--- config.mk ---
export PLATFORM = sky130hd
export DESIGN_NAME = battery_soc_interpolator
export DESIGN_NICKNAME = d
export VERILOG_FILES = /design/src/hdl/bsoc_pkg.sv /design/src/hdl/bsoc_div.sv /design/src/hdl/bsoc_dp.sv /design/src/hdl/bsoc_ctrl.sv /design/src/hdl/battery_soc_interpolator.sv
export SDC_FILE = /design/constraint.sdc
export NUM_CORES = 1
export LEC_CHECK = 0
export ABC_CLOCK_PERIOD_IN_PS = 28000
export CORE_AREA = 2 2 295 268
export DETAILED_ROUTE_END_ITERATION = 8
export DIE_AREA = 0 0 297 270
export DONT_BUFFER_PORTS = 1
export SLEW_MARGIN = 5
export SYNTH_ARGS = -nofsm -noshare
export SYNTH_HDL_FRONTEND = slang
export SYNTH_HIERARCHICAL = 1
export SYNTH_SLANG_ARGS = --single-unit
--- constraint.sdc ---
create_clock -name clk_i -period 28 [get_ports clk_i]
set_input_delay 2.8 -clock clk_i [delete_from_list [all_inputs] [get_ports clk_i]]
set_output_delay 2.8 -clock clk_i [all_outputs]
set_load 0.02 [all_outputs]
--- src/hdl/bsoc_pkg.sv ---
// Shared types, constants and helper functions for the battery state-of-charge interpolator.
// No dependencies; every other file in hdl/ refers to this package by scoped names.
`default_nettype none

package bsoc_pkg;

  localparam int unsigned MAX_BREAKPOINTS = 6;
  localparam int unsigned VOLTAGE_BITS    = 16;
  localparam int unsigned PCT_BITS        = 7;
  localparam int unsigned BP_BITS         = VOLTAGE_BITS + PCT_BITS;
  localparam int unsigned COUNT_BITS      = 3;
  localparam int unsigned BP_IDX_BITS     = $clog2(MAX_BREAKPOINTS);
  localparam int unsigned CFG_IDX_BITS    = $clog2(MAX_BREAKPOINTS + 2);
  localparam int unsigned CFG_DATA_BITS   = BP_BITS;
  localparam int unsigned SOC_BITS        = 14;
  localparam int unsigned VSIG_BITS       = VOLTAGE_BITS + 2;
  localparam int unsigned NUM_BITS        = SOC_BITS + VOLTAGE_BITS;
  localparam int unsigned SUM_BITS        = NUM_BITS + 2;
  localparam int unsigned DIV_RADIX_BITS  = 2;
  localparam int unsigned DIV_STEPS       = NUM_BITS / DIV_RADIX_BITS;
  localparam int unsigned DIV_CNT_BITS    = $clog2(DIV_STEPS);

  localparam int unsigned MIN_COUNT       = 2;
  localparam int unsigned CENTI_PER_PCT   = 100;
  localparam int unsigned CENTI_FULL      = 10000;
  localparam int unsigned PCT_FULL        = 100;

  localparam int unsigned BP0_RESET_VOLT  = 11000;
  localparam int unsigned BP1_RESET_VOLT  = 13000;

  localparam logic [COUNT_BITS-1:0]   COUNT_RESET = COUNT_BITS'(MIN_COUNT);

  localparam logic [CFG_IDX_BITS-1:0] REG_COUNT   = CFG_IDX_BITS'(0);
  localparam logic [CFG_IDX_BITS-1:0] REG_DELTA   = CFG_IDX_BITS'(1);
  localparam logic [CFG_IDX_BITS-1:0] REG_BP_BASE = CFG_IDX_BITS'(2);

  typedef enum logic [2:0] {
    ST_IDLE,
    ST_CHG,
    ST_SCAN,
    ST_MUL,
    ST_DIV,
    ST_SUM,
    ST_DONE
  } bsoc_state_e;

  typedef struct packed {
    logic load;
    logic chg;
    logic scan;
    logic mul;
    logic div;
    logic sum;
    logic out_load;
  } bsoc_cmd_t;

  typedef struct packed {
    logic scan_final;
    logic scan_break;
    logic div_last;
    logic out_full;
  } bsoc_sts_t;

  function automatic logic [BP_BITS-1:0] bp_reset(input int unsigned i);
    logic [BP_BITS-1:0] val;
    val = '0;
    if (i == 0) begin
      val = BP_BITS'(BP0_RESET_VOLT);
    end else if (i == 1) begin
      val = BP_BITS'((PCT_FULL << VOLTAGE_BITS) | BP1_RESET_VOLT);
    end
    return val;
  endfunction

  function automatic logic [SOC_BITS-1:0] pct_to_centi(input logic [PCT_BITS-1:0] pct);
    logic [SOC_BITS-1:0] p;
    p = SOC_BITS'(pct) * SOC_BITS'(CENTI_PER_PCT);
    return (p > SOC_BITS'(CENTI_FULL)) ? SOC_BITS'(CENTI_FULL) : p;
  endfunction

endpackage

`default_nettype wire

--- src/hdl/bsoc_div.sv ---
// Serial restoring divider, two quotient bits per cycle while step_i is high, unsigned operands.
// Depends on bsoc_pkg for operand widths and step count.
`default_nettype none

module bsoc_div (
  input  wire logic                                clk_i,
  input  wire logic                                rst_ni,
  input  wire logic                                load_i,
  input  wire logic                                step_i,
  input  wire logic [bsoc_pkg::NUM_BITS-1:0]       dividend_i,
  input  wire logic [bsoc_pkg::VOLTAGE_BITS-1:0]   divisor_i,
  output logic      [bsoc_pkg::NUM_BITS-1:0]       quotient_o,
  output logic                                     last_o
);

  logic [bsoc_pkg::VOLTAGE_BITS-1:0] rem_q, rem_d;
  logic [bsoc_pkg::NUM_BITS-1:0]     quo_q, quo_d;
  logic [bsoc_pkg::DIV_CNT_BITS-1:0] cnt_q;
  logic [bsoc_pkg::VOLTAGE_BITS:0]   ext;
  logic [bsoc_pkg::VOLTAGE_BITS:0]   diff;
  logic                              ge;

  always_comb begin
    rem_d = rem_q;
    quo_d = quo_q;
    ext   = '0;
    diff  = '0;
    ge    = 1'b0;
    for (int k = 0; k < bsoc_pkg::DIV_RADIX_BITS; k++) begin
      ext   = {rem_d, quo_d[bsoc_pkg::NUM_BITS-1]};
      diff  = ext - {1'b0, divisor_i};
      ge    = (ext >= {1'b0, divisor_i});
      rem_d = ge ? diff[bsoc_pkg::VOLTAGE_BITS-1:0] : ext[bsoc_pkg::VOLTAGE_BITS-1:0];
      quo_d = {quo_d[bsoc_pkg::NUM_BITS-2:0], ge};
    end
  end

  always_ff @(posedge clk_i or negedge rst_ni) begin
    if (!rst_ni) begin
      cnt_q <= '0;
    end else if (load_i) begin
      cnt_q <= '0;
    end else if (step_i) begin
      cnt_q <= cnt_q + 1'b1;
    end
  end

  always_ff @(posedge clk_i) begin
    if (load_i) begin
      quo_q <= dividend_i;
      rem_q <= '0;
    end else if (step_i) begin
      quo_q <= quo_d;
      rem_q <= rem_d;
    end
  end

  assign quotient_o = quo_q;
  assign last_o     = (cnt_q == bsoc_pkg::DIV_CNT_BITS'(bsoc_pkg::DIV_STEPS - 1));

endmodule

`default_nettype wire

--- src/hdl/bsoc_dp.sv ---
// Datapath: configuration registers, charge detection, breakpoint scan, product and result.
// Depends on bsoc_pkg and instantiates bsoc_div; driven by bsoc_ctrl commands.
`default_nettype none

module bsoc_dp (
  input  wire logic                                 clk_i,
  input  wire logic                                 rst_ni,
  input  wire bsoc_pkg::bsoc_cmd_t                  cmd_i,
  output bsoc_pkg::bsoc_sts_t                       sts_o,
  input  wire logic                                 cfg_we_i,
  input  wire logic [bsoc_pkg::CFG_IDX_BITS-1:0]    cfg_index_i,
  input  wire logic [bsoc_pkg::CFG_DATA_BITS-1:0]   cfg_data_i,
  input  wire logic [bsoc_pkg::VOLTAGE_BITS-1:0]    raw_voltage_mv_i,
  input  wire logic [bsoc_pkg::VOLTAGE_BITS-1:0]    smoothed_voltage_mv_i,
  input  wire logic                                 smoothed_valid_i,
  input  wire logic                                 out_ready_i,
  output logic                                      out_valid_o,
  output logic      [bsoc_pkg::SOC_BITS-1:0]        soc_centipercent_o,
  output logic                                      charging_o
);

  localparam int unsigned VB = bsoc_pkg::VOLTAGE_BITS;
  localparam int unsigned PB = bsoc_pkg::PCT_BITS;
  localparam int unsigned SB = bsoc_pkg::SOC_BITS;

  logic [bsoc_pkg::COUNT_BITS-1:0]   count_q;
  logic [VB-1:0]                     delta_q;
  logic [bsoc_pkg::BP_BITS-1:0]      bp_q [bsoc_pkg::MAX_BREAKPOINTS];
  logic [bsoc_pkg::CFG_IDX_BITS-1:0] bp_wr_off;

  logic [bsoc_pkg::BP_IDX_BITS-1:0]  last_idx;
  logic [bsoc_pkg::BP_IDX_BITS-1:0]  rd_idx;
  logic [bsoc_pkg::BP_BITS-1:0]      bp_rd;
  logic [VB-1:0]                     ve;
  logic [PB-1:0]                     pe;

  logic [VB-1:0]                     raw_q;
  logic [VB-1:0]                     smooth_q;
  logic                              valid_q;
  logic                              charging_q;
  logic                              chg_d;
  logic [VB-1:0]                     delta_sel;
  logic signed [bsoc_pkg::VSIG_BITS-1:0] v_q, v_d;

  logic [bsoc_pkg::BP_IDX_BITS-1:0]  idx_q;
  logic [PB-1:0]                     ps_q;
  logic [VB-1:0]                     vs_q;

  logic                              v_ge_ve;
  logic                              hit_zero;
  logic                              hit_full;
  logic                              brk;
  logic                              at_last;
  logic                              seg_flat;
  logic                              scan_final;
  logic [SB-1:0]                     scan_res;

  logic signed [PB:0]                dpct;
  logic [PB:0]                       dpct_abs;
  logic signed [bsoc_pkg::VSIG_BITS-1:0] dv;
  logic [bsoc_pkg::VSIG_BITS-1:0]    dv_abs;
  logic [SB-1:0]                     dpct100_q;
  logic [VB-1:0]                     dv_mag_q;
  logic [VB-1:0]                     den_q;
  logic                              neg_q;

  logic [bsoc_pkg::NUM_BITS-1:0]     prod;
  logic [bsoc_pkg::NUM_BITS-1:0]     quotient;
  logic                              div_last;

  logic [SB-1:0]                     ps100;
  logic signed [bsoc_pkg::SUM_BITS-1:0] base_s, quo_s, sum_s;
  logic [SB-1:0]                     sum_res;

  logic [SB-1:0]                     res_q;
  logic [SB-1:0]                     soc_q;
  logic                              chg_out_q;
  logic                              out_valid_q;

  // configuration registers
  assign bp_wr_off = cfg_index_i - bsoc_pkg::REG_BP_BASE;

  always_ff @(posedge clk_i or negedge rst_ni) begin
    if (!rst_ni) begin
      count_q <= bsoc_pkg::COUNT_RESET;
      delta_q <= '0;
      for (int i = 0; i < bsoc_pkg::MAX_BREAKPOINTS; i++) begin
        bp_q[i] <= bsoc_pkg::bp_reset(i);
      end
    end else if (cfg_we_i) begin
      if (cfg_index_i == bsoc_pkg::REG_COUNT) begin
        count_q <= cfg_data_i[bsoc_pkg::COUNT_BITS-1:0];
      end else if (cfg_index_i == bsoc_pkg::REG_DELTA) begin
        delta_q <= cfg_data_i[VB-1:0];
      end else if (cfg_index_i >= bsoc_pkg::REG_BP_BASE &&
                   int'(bp_wr_off) < bsoc_pkg::MAX_BREAKPOINTS) begin
        bp_q[bp_wr_off[bsoc_pkg::BP_IDX_BITS-1:0]] <= cfg_data_i;
      end
    end
  end

  always_comb begin
    if (count_q < bsoc_pkg::COUNT_BITS'(bsoc_pkg::MIN_COUNT)) begin
      last_idx = bsoc_pkg::BP_IDX_BITS'(bsoc_pkg::MIN_COUNT - 1);
    end else if (count_q > bsoc_pkg::COUNT_BITS'(bsoc_pkg::MAX_BREAKPOINTS)) begin
      last_idx = bsoc_pkg::BP_IDX_BITS'(bsoc_pkg::MAX_BREAKPOINTS - 1);
    end else begin
      last_idx = bsoc_pkg::BP_IDX_BITS'(count_q - 1'b1);
    end
  end

  // single breakpoint read port
  assign rd_idx = cmd_i.chg ? last_idx : idx_q;
  assign bp_rd  = bp_q[rd_idx];
  assign ve     = bp_rd[VB-1:0];
  assign pe     = bp_rd[bsoc_pkg::BP_BITS-1:VB];

  // input word and charge detection
  always_ff @(posedge clk_i) begin
    if (cmd_i.load) begin
      raw_q    <= raw_voltage_mv_i;
      smooth_q <= smoothed_voltage_mv_i;
      valid_q  <= smoothed_valid_i;
    end
  end

  assign chg_d     = ({1'b0, raw_q, 1'b0} >= ({1'b0, ve, 1'b0} + {2'b00, delta_q}));
  assign delta_sel = chg_d ? delta_q : '0;
  assign v_d       = $signed({2'b00, smooth_q}) - $signed({2'b00, delta_sel});

  // scan step
  assign v_ge_ve  = (v_q >= $signed({2'b00, ve}));
  assign hit_zero = (pe == '0) && !v_ge_ve;
  assign hit_full = (pe == PB'(bsoc_pkg::PCT_FULL)) && v_ge_ve;
  assign brk      = !v_ge_ve;
  assign at_last  = (idx_q == last_idx);
  assign seg_flat = (ve <= vs_q);

  assign scan_final = !valid_q || hit_zero || hit_full || (brk && seg_flat) ||
                      (!brk && at_last);

  always_comb begin
    if (!valid_q || hit_zero) begin
      scan_res = '0;
    end else if (hit_full) begin
      scan_res = SB'(bsoc_pkg::CENTI_FULL);
    end else if (brk) begin
      scan_res = bsoc_pkg::pct_to_centi(ps_q);
    end else begin
      scan_res = bsoc_pkg::pct_to_centi(pe);
    end
  end

  assign dpct     = $signed({1'b0, pe}) - $signed({1'b0, ps_q});
  assign dpct_abs = dpct[PB] ? -dpct : dpct;
  assign dv       = v_q - $signed({2'b00, vs_q});
  assign dv_abs   = dv[bsoc_pkg::VSIG_BITS-1] ? -dv : dv;

  always_ff @(posedge clk_i) begin
    if (cmd_i.chg) begin
      charging_q <= chg_d;
      v_q        <= v_d;
      idx_q      <= '0;
      ps_q       <= '0;
      vs_q       <= '0;
    end else if (cmd_i.scan) begin
      if (brk) begin
        dpct100_q <= SB'(dpct_abs[PB-1:0]) * SB'(bsoc_pkg::CENTI_PER_PCT);
        dv_mag_q  <= dv_abs[VB-1:0];
        den_q     <= ve - vs_q;
        neg_q     <= dpct[PB] ^ dv[bsoc_pkg::VSIG_BITS-1];
      end else begin
        ps_q  <= pe;
        vs_q  <= ve;
        idx_q <= idx_q + 1'b1;
      end
    end
  end

  // interpolation
  assign prod = bsoc_pkg::NUM_BITS'(dpct100_q) * bsoc_pkg::NUM_BITS'(dv_mag_q);

  bsoc_div u_div (
    .clk_i      (clk_i),
    .rst_ni     (rst_ni),
    .load_i     (cmd_i.mul),
    .step_i     (cmd_i.div),
    .dividend_i (prod),
    .divisor_i  (den_q),
    .quotient_o (quotient),
    .last_o     (div_last)
  );

  assign ps100  = SB'(ps_q) * SB'(bsoc_pkg::CENTI_PER_PCT);
  assign base_s = $signed({{(bsoc_pkg::SUM_BITS - SB){1'b0}}, ps100});
  assign quo_s  = $signed({2'b00, quotient});
  assign sum_s  = neg_q ? (base_s - quo_s) : (base_s + quo_s);

  always_comb begin
    if (sum_s < 0) begin
      sum_res = '0;
    end else if (sum_s > $signed(bsoc_pkg::SUM_BITS'(bsoc_pkg::CENTI_FULL))) begin
      sum_res = SB'(bsoc_pkg::CENTI_FULL);
    end else begin
      sum_res = sum_s[SB-1:0];
    end
  end

  always_ff @(posedge clk_i) begin
    if (cmd_i.scan && scan_final) begin
      res_q <= scan_res;
    end else if (cmd_i.sum) begin
      res_q <= sum_res;
    end
  end

  // output register
  always_ff @(posedge clk_i or negedge rst_ni) begin
    if (!rst_ni) begin
      out_valid_q <= 1'b0;
    end else if (cmd_i.out_load) begin
      out_valid_q <= 1'b1;
    end else if (out_ready_i) begin
      out_valid_q <= 1'b0;
    end
  end

  always_ff @(posedge clk_i) begin
    if (cmd_i.out_load) begin
      soc_q     <= res_q;
      chg_out_q <= charging_q;
    end
  end

  assign out_valid_o        = out_valid_q;
  assign soc_centipercent_o = soc_q;
  assign charging_o         = chg_out_q;

  assign sts_o.scan_final = scan_final;
  assign sts_o.scan_break = valid_q && brk && !hit_zero && !seg_flat;
  assign sts_o.div_last   = div_last;
  assign sts_o.out_full   = out_valid_q && !out_ready_i;

endmodule

`default_nettype wire

--- src/hdl/bsoc_ctrl.sv ---
// Controller state machine: sequences accept, charge check, scan, product, divide, sum and handoff.
// Depends on bsoc_pkg; talks to bsoc_dp through command and status structs.
`default_nettype none

module bsoc_ctrl (
  input  wire logic                 clk_i,
  input  wire logic                 rst_ni,
  input  wire logic                 in_valid_i,
  output logic                      in_ready_o,
  input  wire bsoc_pkg::bsoc_sts_t  sts_i,
  output bsoc_pkg::bsoc_cmd_t       cmd_o
);

  bsoc_pkg::bsoc_state_e state_q, state_d;

  always_ff @(posedge clk_i or negedge rst_ni) begin
    if (!rst_ni) begin
      state_q <= bsoc_pkg::ST_IDLE;
    end else begin
      state_q <= state_d;
    end
  end

  always_comb begin
    state_d = state_q;
    case (state_q)
      bsoc_pkg::ST_IDLE: begin
        if (in_valid_i) state_d = bsoc_pkg::ST_CHG;
      end
      bsoc_pkg::ST_CHG: begin
        state_d = bsoc_pkg::ST_SCAN;
      end
      bsoc_pkg::ST_SCAN: begin
        if (sts_i.scan_final) begin
          state_d = bsoc_pkg::ST_DONE;
        end else if (sts_i.scan_break) begin
          state_d = bsoc_pkg::ST_MUL;
        end
      end
      bsoc_pkg::ST_MUL: begin
        state_d = bsoc_pkg::ST_DIV;
      end
      bsoc_pkg::ST_DIV: begin
        if (sts_i.div_last) state_d = bsoc_pkg::ST_SUM;
      end
      bsoc_pkg::ST_SUM: begin
        state_d = bsoc_pkg::ST_DONE;
      end
      bsoc_pkg::ST_DONE: begin
        if (!sts_i.out_full) state_d = bsoc_pkg::ST_IDLE;
      end
      default: begin
        state_d = bsoc_pkg::ST_IDLE;
      end
    endcase
  end

  always_comb begin
    cmd_o      = '0;
    in_ready_o = 1'b0;
    case (state_q)
      bsoc_pkg::ST_IDLE: begin
        in_ready_o = 1'b1;
        cmd_o.load = in_valid_i;
      end
      bsoc_pkg::ST_CHG:  cmd_o.chg  = 1'b1;
      bsoc_pkg::ST_SCAN: cmd_o.scan = 1'b1;
      bsoc_pkg::ST_MUL:  cmd_o.mul  = 1'b1;
      bsoc_pkg::ST_DIV:  cmd_o.div  = 1'b1;
      bsoc_pkg::ST_SUM:  cmd_o.sum  = 1'b1;
      bsoc_pkg::ST_DONE: cmd_o.out_load = !sts_i.out_full;
      default: begin
        cmd_o = '0;
      end
    endcase
  end

endmodule

`default_nettype wire

--- src/hdl/battery_soc_interpolator.sv ---
// Top level of the battery state-of-charge interpolator.
// Depends on bsoc_pkg; instantiates bsoc_ctrl and bsoc_dp.
//
// Takes one voltage word at a time and returns one state-of-charge word, in hundredths of a
// percent, plus the charging flag. A word whose result is settled by the breakpoint scan passes
// through the charge check and the scan; a word that falls inside a segment also passes through
// the product, the 2-bit-per-cycle divider and the final sum. The scan reads one breakpoint per
// cycle, and the result then moves into the output register once that register is free. A new
// word is taken once the previous one has moved into the output register, which holds the result
// until the consumer takes it. Configuration writes are taken at any time but must only be issued
// while no word is in flight.
`default_nettype none

module battery_soc_interpolator (
  input  wire logic                                clk_i,
  input  wire logic                                rst_ni,
  input  wire logic                                cfg_we_i,
  input  wire logic [bsoc_pkg::CFG_IDX_BITS-1:0]   cfg_index_i,
  input  wire logic [bsoc_pkg::CFG_DATA_BITS-1:0]  cfg_data_i,
  input  wire logic                                in_valid_i,
  output logic                                     in_ready_o,
  input  wire logic [bsoc_pkg::VOLTAGE_BITS-1:0]   raw_voltage_mv_i,
  input  wire logic [bsoc_pkg::VOLTAGE_BITS-1:0]   smoothed_voltage_mv_i,
  input  wire logic                                smoothed_valid_i,
  output logic                                     out_valid_o,
  input  wire logic                                out_ready_i,
  output logic      [bsoc_pkg::SOC_BITS-1:0]       soc_centipercent_o,
  output logic                                     charging_o
);

  bsoc_pkg::bsoc_cmd_t cmd;
  bsoc_pkg::bsoc_sts_t sts;

  bsoc_ctrl u_ctrl (
    .clk_i      (clk_i),
    .rst_ni     (rst_ni),
    .in_valid_i (in_valid_i),
    .in_ready_o (in_ready_o),
    .sts_i      (sts),
    .cmd_o      (cmd)
  );

  bsoc_dp u_dp (
    .clk_i                 (clk_i),
    .rst_ni                (rst_ni),
    .cmd_i                 (cmd),
    .sts_o                 (sts),
    .cfg_we_i              (cfg_we_i),
    .cfg_index_i           (cfg_index_i),
    .cfg_data_i            (cfg_data_i),
    .raw_voltage_mv_i      (raw_voltage_mv_i),
    .smoothed_voltage_mv_i (smoothed_voltage_mv_i),
    .smoothed_valid_i      (smoothed_valid_i),
    .out_ready_i           (out_ready_i),
    .out_valid_o           (out_valid_o),
    .soc_centipercent_o    (soc_centipercent_o),
    .charging_o            (charging_o)
  );

endmodule

`default_nettype wire
# Word-level counts from Yosys, hierarchy flattened
# Cells that the tools add are included.
dict set report word_totals {
  reg_bits 363
  latchBits 0
  ramBits 0
  romBits 0
  in_bits 64
  wordCells 162
  mem_count 0
}
dict set report op_classes {
  n_addsub 15
  n_mul 4
  n_div 0
  order_cmp 16
  n_eq_ne 14
  shifts 0
  n_mux 44
  bitwise_logic 7
  n_reduce_logical 33
}
# operator count
set op_table {}
lappend op_table {{$bwmux 138} 1}
lappend op_table {{$mux 14} 9}
lappend op_table {{$bmux 23 s3} 1}
lappend op_table {{$demux 23 s3} 1}
lappend op_table {{$mux 23} 3}
lappend op_table {{$mux 16} 4}
lappend op_table {{$mux 30} 2}
lappend op_table {{$sub 16x16->16} 3}
lappend op_table {{$mul 7x5->12 const B} 3}
lappend op_table {{$ge 17x16->1} 2}
lappend op_table {{$gt 32x15->1 const B} 1}
lappend op_table {{$lt 32x1->1 const B} 1}
lappend op_table {{$mux 32} 1}
lappend op_table {{$add 14x30->31} 1}
lappend op_table {{$sub 14x30->31} 1}
lappend op_table {{$gt 14x14->1 const B} 2}
lappend op_table {{$mul 12x16->28} 1}
lappend op_table {{$mux 3} 8}
lappend op_table {{$pmux 3 s7} 1}
lappend op_table {{$add 17x16->18} 1}
lappend op_table {{$ge 17x18->1} 1}
lappend op_table {{$ge 18x17->1} 1}
lappend op_table {{$sub 18x17->18} 1}
lappend op_table {{$sub 16x16->17} 1}
lappend op_table {{other kinds (38)} 82}

# Logic depth before layout (Yosys ltp)
dict set report logic_depth {
  ltp_word 17
  ltp_mapped 42
  mapped_depth_nobuf 39
}

# Cells and area by module
# Netlist, hierarchy kept.
# module n_inst cells_per_inst area_each_um2 seq_area_each_um2
set modules_own_cells {}
lappend modules_own_cells {bsoc_dp 1 2555 26315.2 8250.4}
lappend modules_own_cells {bsoc_div 1 417 4013.8 1321.3}
lappend modules_own_cells {bsoc_ctrl 1 27 262.8 75.1}

# Worst setup path before layout
# OpenSTA, ideal clock, no wires.
dict set report synth_timing {
  kind {register to register}
  start {register u_ctrl.state_q[2]}
  end {register u_dp/v_q[14] (netlist bit) (data pin)}
  t_arrival_ns 9.176
  path_slack_ns 18.565
  path_stages_with_launch 41
  path_buffers 4
  synth_period_minus_slack_ns 9.435
  path_cell_list {dfrtp_1 buf_4 nor3b_1 nand2_1 o22ai_1 buf_4 buf_1 buf_2 mux4_2 nand2_1 o21ai_0 ha_1 inv_1 fa_1 nor2b_1 o21ai_0 nand2b_1 a21o_1 (+5 left out) xor2_1 ha_1 o21a_1 o22ai_1 a211oi_2 and2_1 ha_1 fa_1 nor2b_1 o21ai_0 a21boi_0 o21ai_0 a21oi_1 a41o_1 nor4_1 nor3_1 a311o_1 xor2_1}
}
# item line_no
set synth_lines {}
lappend synth_lines {{start: declaration} bsoc_ctrl.sv:14} ;# bsoc_pkg::bsoc_state_e state_q, state_d;
lappend synth_lines {{start signal: assignment} bsoc_ctrl.sv:18} ;# state_q <= bsoc_pkg::ST_IDLE;
lappend synth_lines {{start signal: assignment} bsoc_ctrl.sv:20} ;# state_q <= state_d;
lappend synth_lines {{end signal: assignment} bsoc_dp.sv:162} ;# v_q <= v_d;
lappend synth_lines {{end: declaration} bsoc_dp.sv:43} ;# logic signed [bsoc_pkg::VSIG_BITS-1:0] v_q, v_d;

==> metrics.md <==
| Metric | Value |
|---|---|
| Status | `finished, final reports clean` |
| GR Util All Layers | `0.186` |
| Remaining DRCs | `0` |
| Grt total ovfl | `0` |
| RSZ-0062 raised after global routing | `false` |
| CTS root buffer | `clkbuf_16` |
| Post-cts resize count | `0` |
| Yosys warns | `6` |
| #FFs+latches synth | `between 300 and 400` |
| Cell Area, Placed | `31,700 sq um` |
| GR Util met2 | `0.304` |
| Peak per-stage delay on the critical path | `roughly 0.84 ns` |
| Crit Path Category | `reg -> reg` |
| Post-Synthesis Cells | `2,999` |
| CTS Buf Count | `41` |
| Netlist Area Pre-Place | `between 30,000 and 40,000 sq um` |
| Largest net degree at the start of global routing | `166` |
| Post-synth EDFFs | `155` |
| Async SR Flop Fraction | `0.456` |
| Clock-pin slew on the worst setup and hold paths | `about 0.070 ns` |
| Top post-synthesis cells by count | `317 x ha_1, 304 x inv_1, 270 x nand2_1` |
| Final Skew | `~0.024 ns` |
| CP delay by family, top | `compound AO/OA/AOI/OAI gates` |
| Via density | `around 5.3` |
| Yosys cell types | `111` |
| Fmax achieved | `around 0.10 GHz` |
| Worst Hold Endpoint | `u_dp/soc_centipercent_o[2]$_DFFE_PP_` |
| Post-place setup slack | `about 19 ns` |
| Worst skew pair latency | `0.58 ns` |
| Die width | `297 um` |
| H-tree levels | `2` |
| PortBufs | `0` |
| Dominant cell by count in the synthesized netlist | `ha_1` |
| Sequential area share after synthesis | `0.315` |
| Reg2reg path depth | `37` |
| Synth Area in Adders | `0.230` |
| Share of layout cells above drive strength 1 | `0.134` |
| Area of the multi-input gates | `roughly 19,000 sq um` |
| Largest family of logic cells by synthesized area | `adder cells` |
| Vias after detailed routing | `approximately 22,000` |
| Largest cells by area after synthesis | `edfxtp_1 15%, ha_1 13%, dfrtp_1 12%, fa_1 10%, mux2_2 7.3%` |
| Crit path arrival time | `a little under 10 ns` |
| Synth-to-layout area growth | `8.11%` |
| Avg Cell Area, Syn | `around 10 sq um` |
| Main synth FF type | `edfxtp_1` |
| Non-Filler Instances | `~4,000` |
| Synth area leader | `edfxtp_1` |
| Worst Hold Path Cells | `0` |
| Crit path time final | `9.54 ns` |
| # fillers | `7,581` |
| Simple logic cell fraction of the synthesized area | `0.128` |
| Hold-fix buffers, CTS | `0` |
| Slowest cell on crit path | `o21ai_0` |
| DRT iter0 DRCs | `between 1,000 and 1,500` |
| Reg2reg setup slack | `approximately 18 ns` |
| Critical R2R Launch | `u_ctrl/state_q[0]$_DFFE_PN0P_` |
| Antenna-violating nets left | `0` |
| Per-cell routed wire length | `~19 um` |
| Mux share of post-synthesis cell area | `0.100` |
| Slew @ Worst Pin | `1.09 ns` |
| Die ar. | `80,200 sq um` |
| Core area | `a little under 80,000 sq um` |
| HP Class | `reg -> reg` |
| CP bufs+invs | `3` |
| Critical Path End Type | `flip-flop` |
| GRT met1 Usage | `0.257` |
| TNS Setup | `0 ns` |
| Max-cap violations | `0` |
| Vias in the first global route | `roughly 22,000` |
| Yosys top cell area share | `0.152` |
| Peak-usage layer in the global routing report | `met2` |
| Register area | `9650 sq um` |
| Max_slew headroom | `0.267` |
| Num Clock Sinks | `about 360` |
| Final Hold Fails | `0` |
| Compound-gate portion of the synthesized area | `0.126` |
| GP Congestion | `0.856` |
| Total setup buffers inserted after CTS | `0` |
| Final Instance Area | `33,100 sq um` |
| PnR worst setup slack | `18.46 ns` |
| M3 GR Usage | `0.0315` |
| Final Setup Violations | `0` |
| Crit path required time | `about 28 ns` |
| CP max FO | `51` |
| Antenna violations before repair | `0` |
| Clock tree buffer depth | `3` |
| Post-Synth XOR/XNOR Area | `0.0470` |
| DRT Pass-1 Iters | `5` |
| Hold path startpoint | `u_dp/res_q[2]$_DFFE_PP_` |
| WL final | `about 75,000 um` |
| Num rows | `97` |
| Initial Util | `0.396` |
| Die Ht | `around 270 um` |
| R2R Path End | `u_dp/v_q[16]$_DFFE_PP_` |
| N_diodes | `0` |
| Post-layout net count | `roughly 3,500` |
| Detail Placement HPWL | `between 50,000 and 60,000 um` |
| Placed cells | `approximately 4,000` |
| Global-route wire length before repair | `120,000 um` |
| CP startpoint kind | `flip-flop` |
| I/O pins | `81` |
| Tcrit/Tclk final | `0.341` |
| CTS tree | `done` |
| Slew Viols, Final | `0` |
-- kinds of logic after synthesis --
| family | after synthesis |
|---|---|
| xor+xnor | 164 |
| simple gates | 783 |
| compound gates | 552 |
| other cells | 1 |
| buf+inv | 412 |
| fa+ha+maj | 471 |
| mux | 254 |
| flops | 362 |
-- cell type report --
type,count,share of cell area
multi-input cells,2226,0.586
flip-flops and latches,362,0.292
well taps,1039,0.0393
inverters,307,0.0350
clock buffers,52,0.0335
clock inverters,24,0.00829
repair buffers,27,0.00613
-- routing by layer --
layer	up-vias	wire (um)
li1	10500	-
met1	10500	35200
met2	447	34300
met3	100	3710
met4	0	1600
met5	-	0
-- per-stage QoR --
| step | hold slack [ns] | util |
|---|---|---|
| after global routing | 0.429 | 0.428 |
| final | 0.418 | 0.428 |
| after CTS | 0.419 | 0.428 |
| after floorplan | 0.400 | - |
| after global placement | 0.401 | 0.411 |
| after detailed placement | 0.405 | 0.411 |
-- how the worst max path moves through the flow --
| stage | startpoint | slack, ns | end | depth (start not counted) |
|---|---|---|---|---|
| final | u_ctrl/state_q[0]$_DFFE_PN0P_ | 18.46 | u_dp/v_q[16]$_DFFE_PP_ | 37 |
| after global routing | u_ctrl/state_q[0]$_DFFE_PN0P_ | 17.76 | u_dp/v_q[16]$_DFFE_PP_ | 39 |
| after CTS | u_ctrl/state_q[0]$_DFFE_PN0P_ | 18.56 | u_dp/v_q[16]$_DFFE_PP_ | 37 |
| after detailed placement | u_ctrl/state_q[0]$_DFFE_PN0P_ | 18.60 | u_dp/v_q[16]$_DFFE_PP_ | 37 |
| after global placement | u_ctrl/state_q[0]$_DFFE_PN0P_ | 18.71 | u_dp/v_q[16]$_DFFE_PP_ | 37 |
| after floorplan | u_ctrl/state_q[2]$_DFFE_PN0P_ | 18.56 | u_dp/v_q[14]$_DFFE_PP_ | 40 |
-- worst register-to-register path, delay by kind of cell (launching register included) --
kind            cells  cell delay (ns)
buf+inv             3             1.44
fa+ha+maj           4             1.23
xor+xnor            1             0.17
flops               1             0.67
simple gates        9             1.49
mux                 1             0.17
compound gates     19             4.11
-- registers in the layout, summed over array words and instances, names as in the netlist, 3 cells and up --
signal,flops
u_dp/soc_centipercent_o,14
u_dp/count_q,3
u_dp/idx_q,3
u_dp/smooth_q,16
u_dp/ps_q,7
u_dp/bp_q,138
u_dp/u_div/quotient_o,30
u_ctrl/state_q,3
u_dp/delta_q,16
u_dp/u_div/cnt_q,4
u_dp/res_q,14
u_dp/vs_q,16
u_dp/den_q,16
u_dp/dv_mag_q,16
u_dp/v_q,17
u_dp/raw_q,16
u_dp/dpct100_q,12
u_dp/u_div/rem_q,16
-- cell usage in the layout (no fill, tap or decap), types with 25 or more instances in the layout --
master     count
a211oi_1      46
a21o_1        41
a21oi_1      127
and2_1        73
buf_4         27
clkbuf_16     41
dfrtp_1      147
dfxtp_1       42
edfxtp_1     155
fa_1         154
ha_1         317
inv_1        304
mux2_2       197
mux2i_1       34
nand2_1      270
nand2b_1      25
nand3_1       30
nor2_1       169
nor2b_1       33
nor3_1        43
o21ai_0       93
xnor2_1      114
xor2_1        50
Power is not shown: default switching activity piles up to over one toggle a cycle in this logic, so the estimate is an artifact.
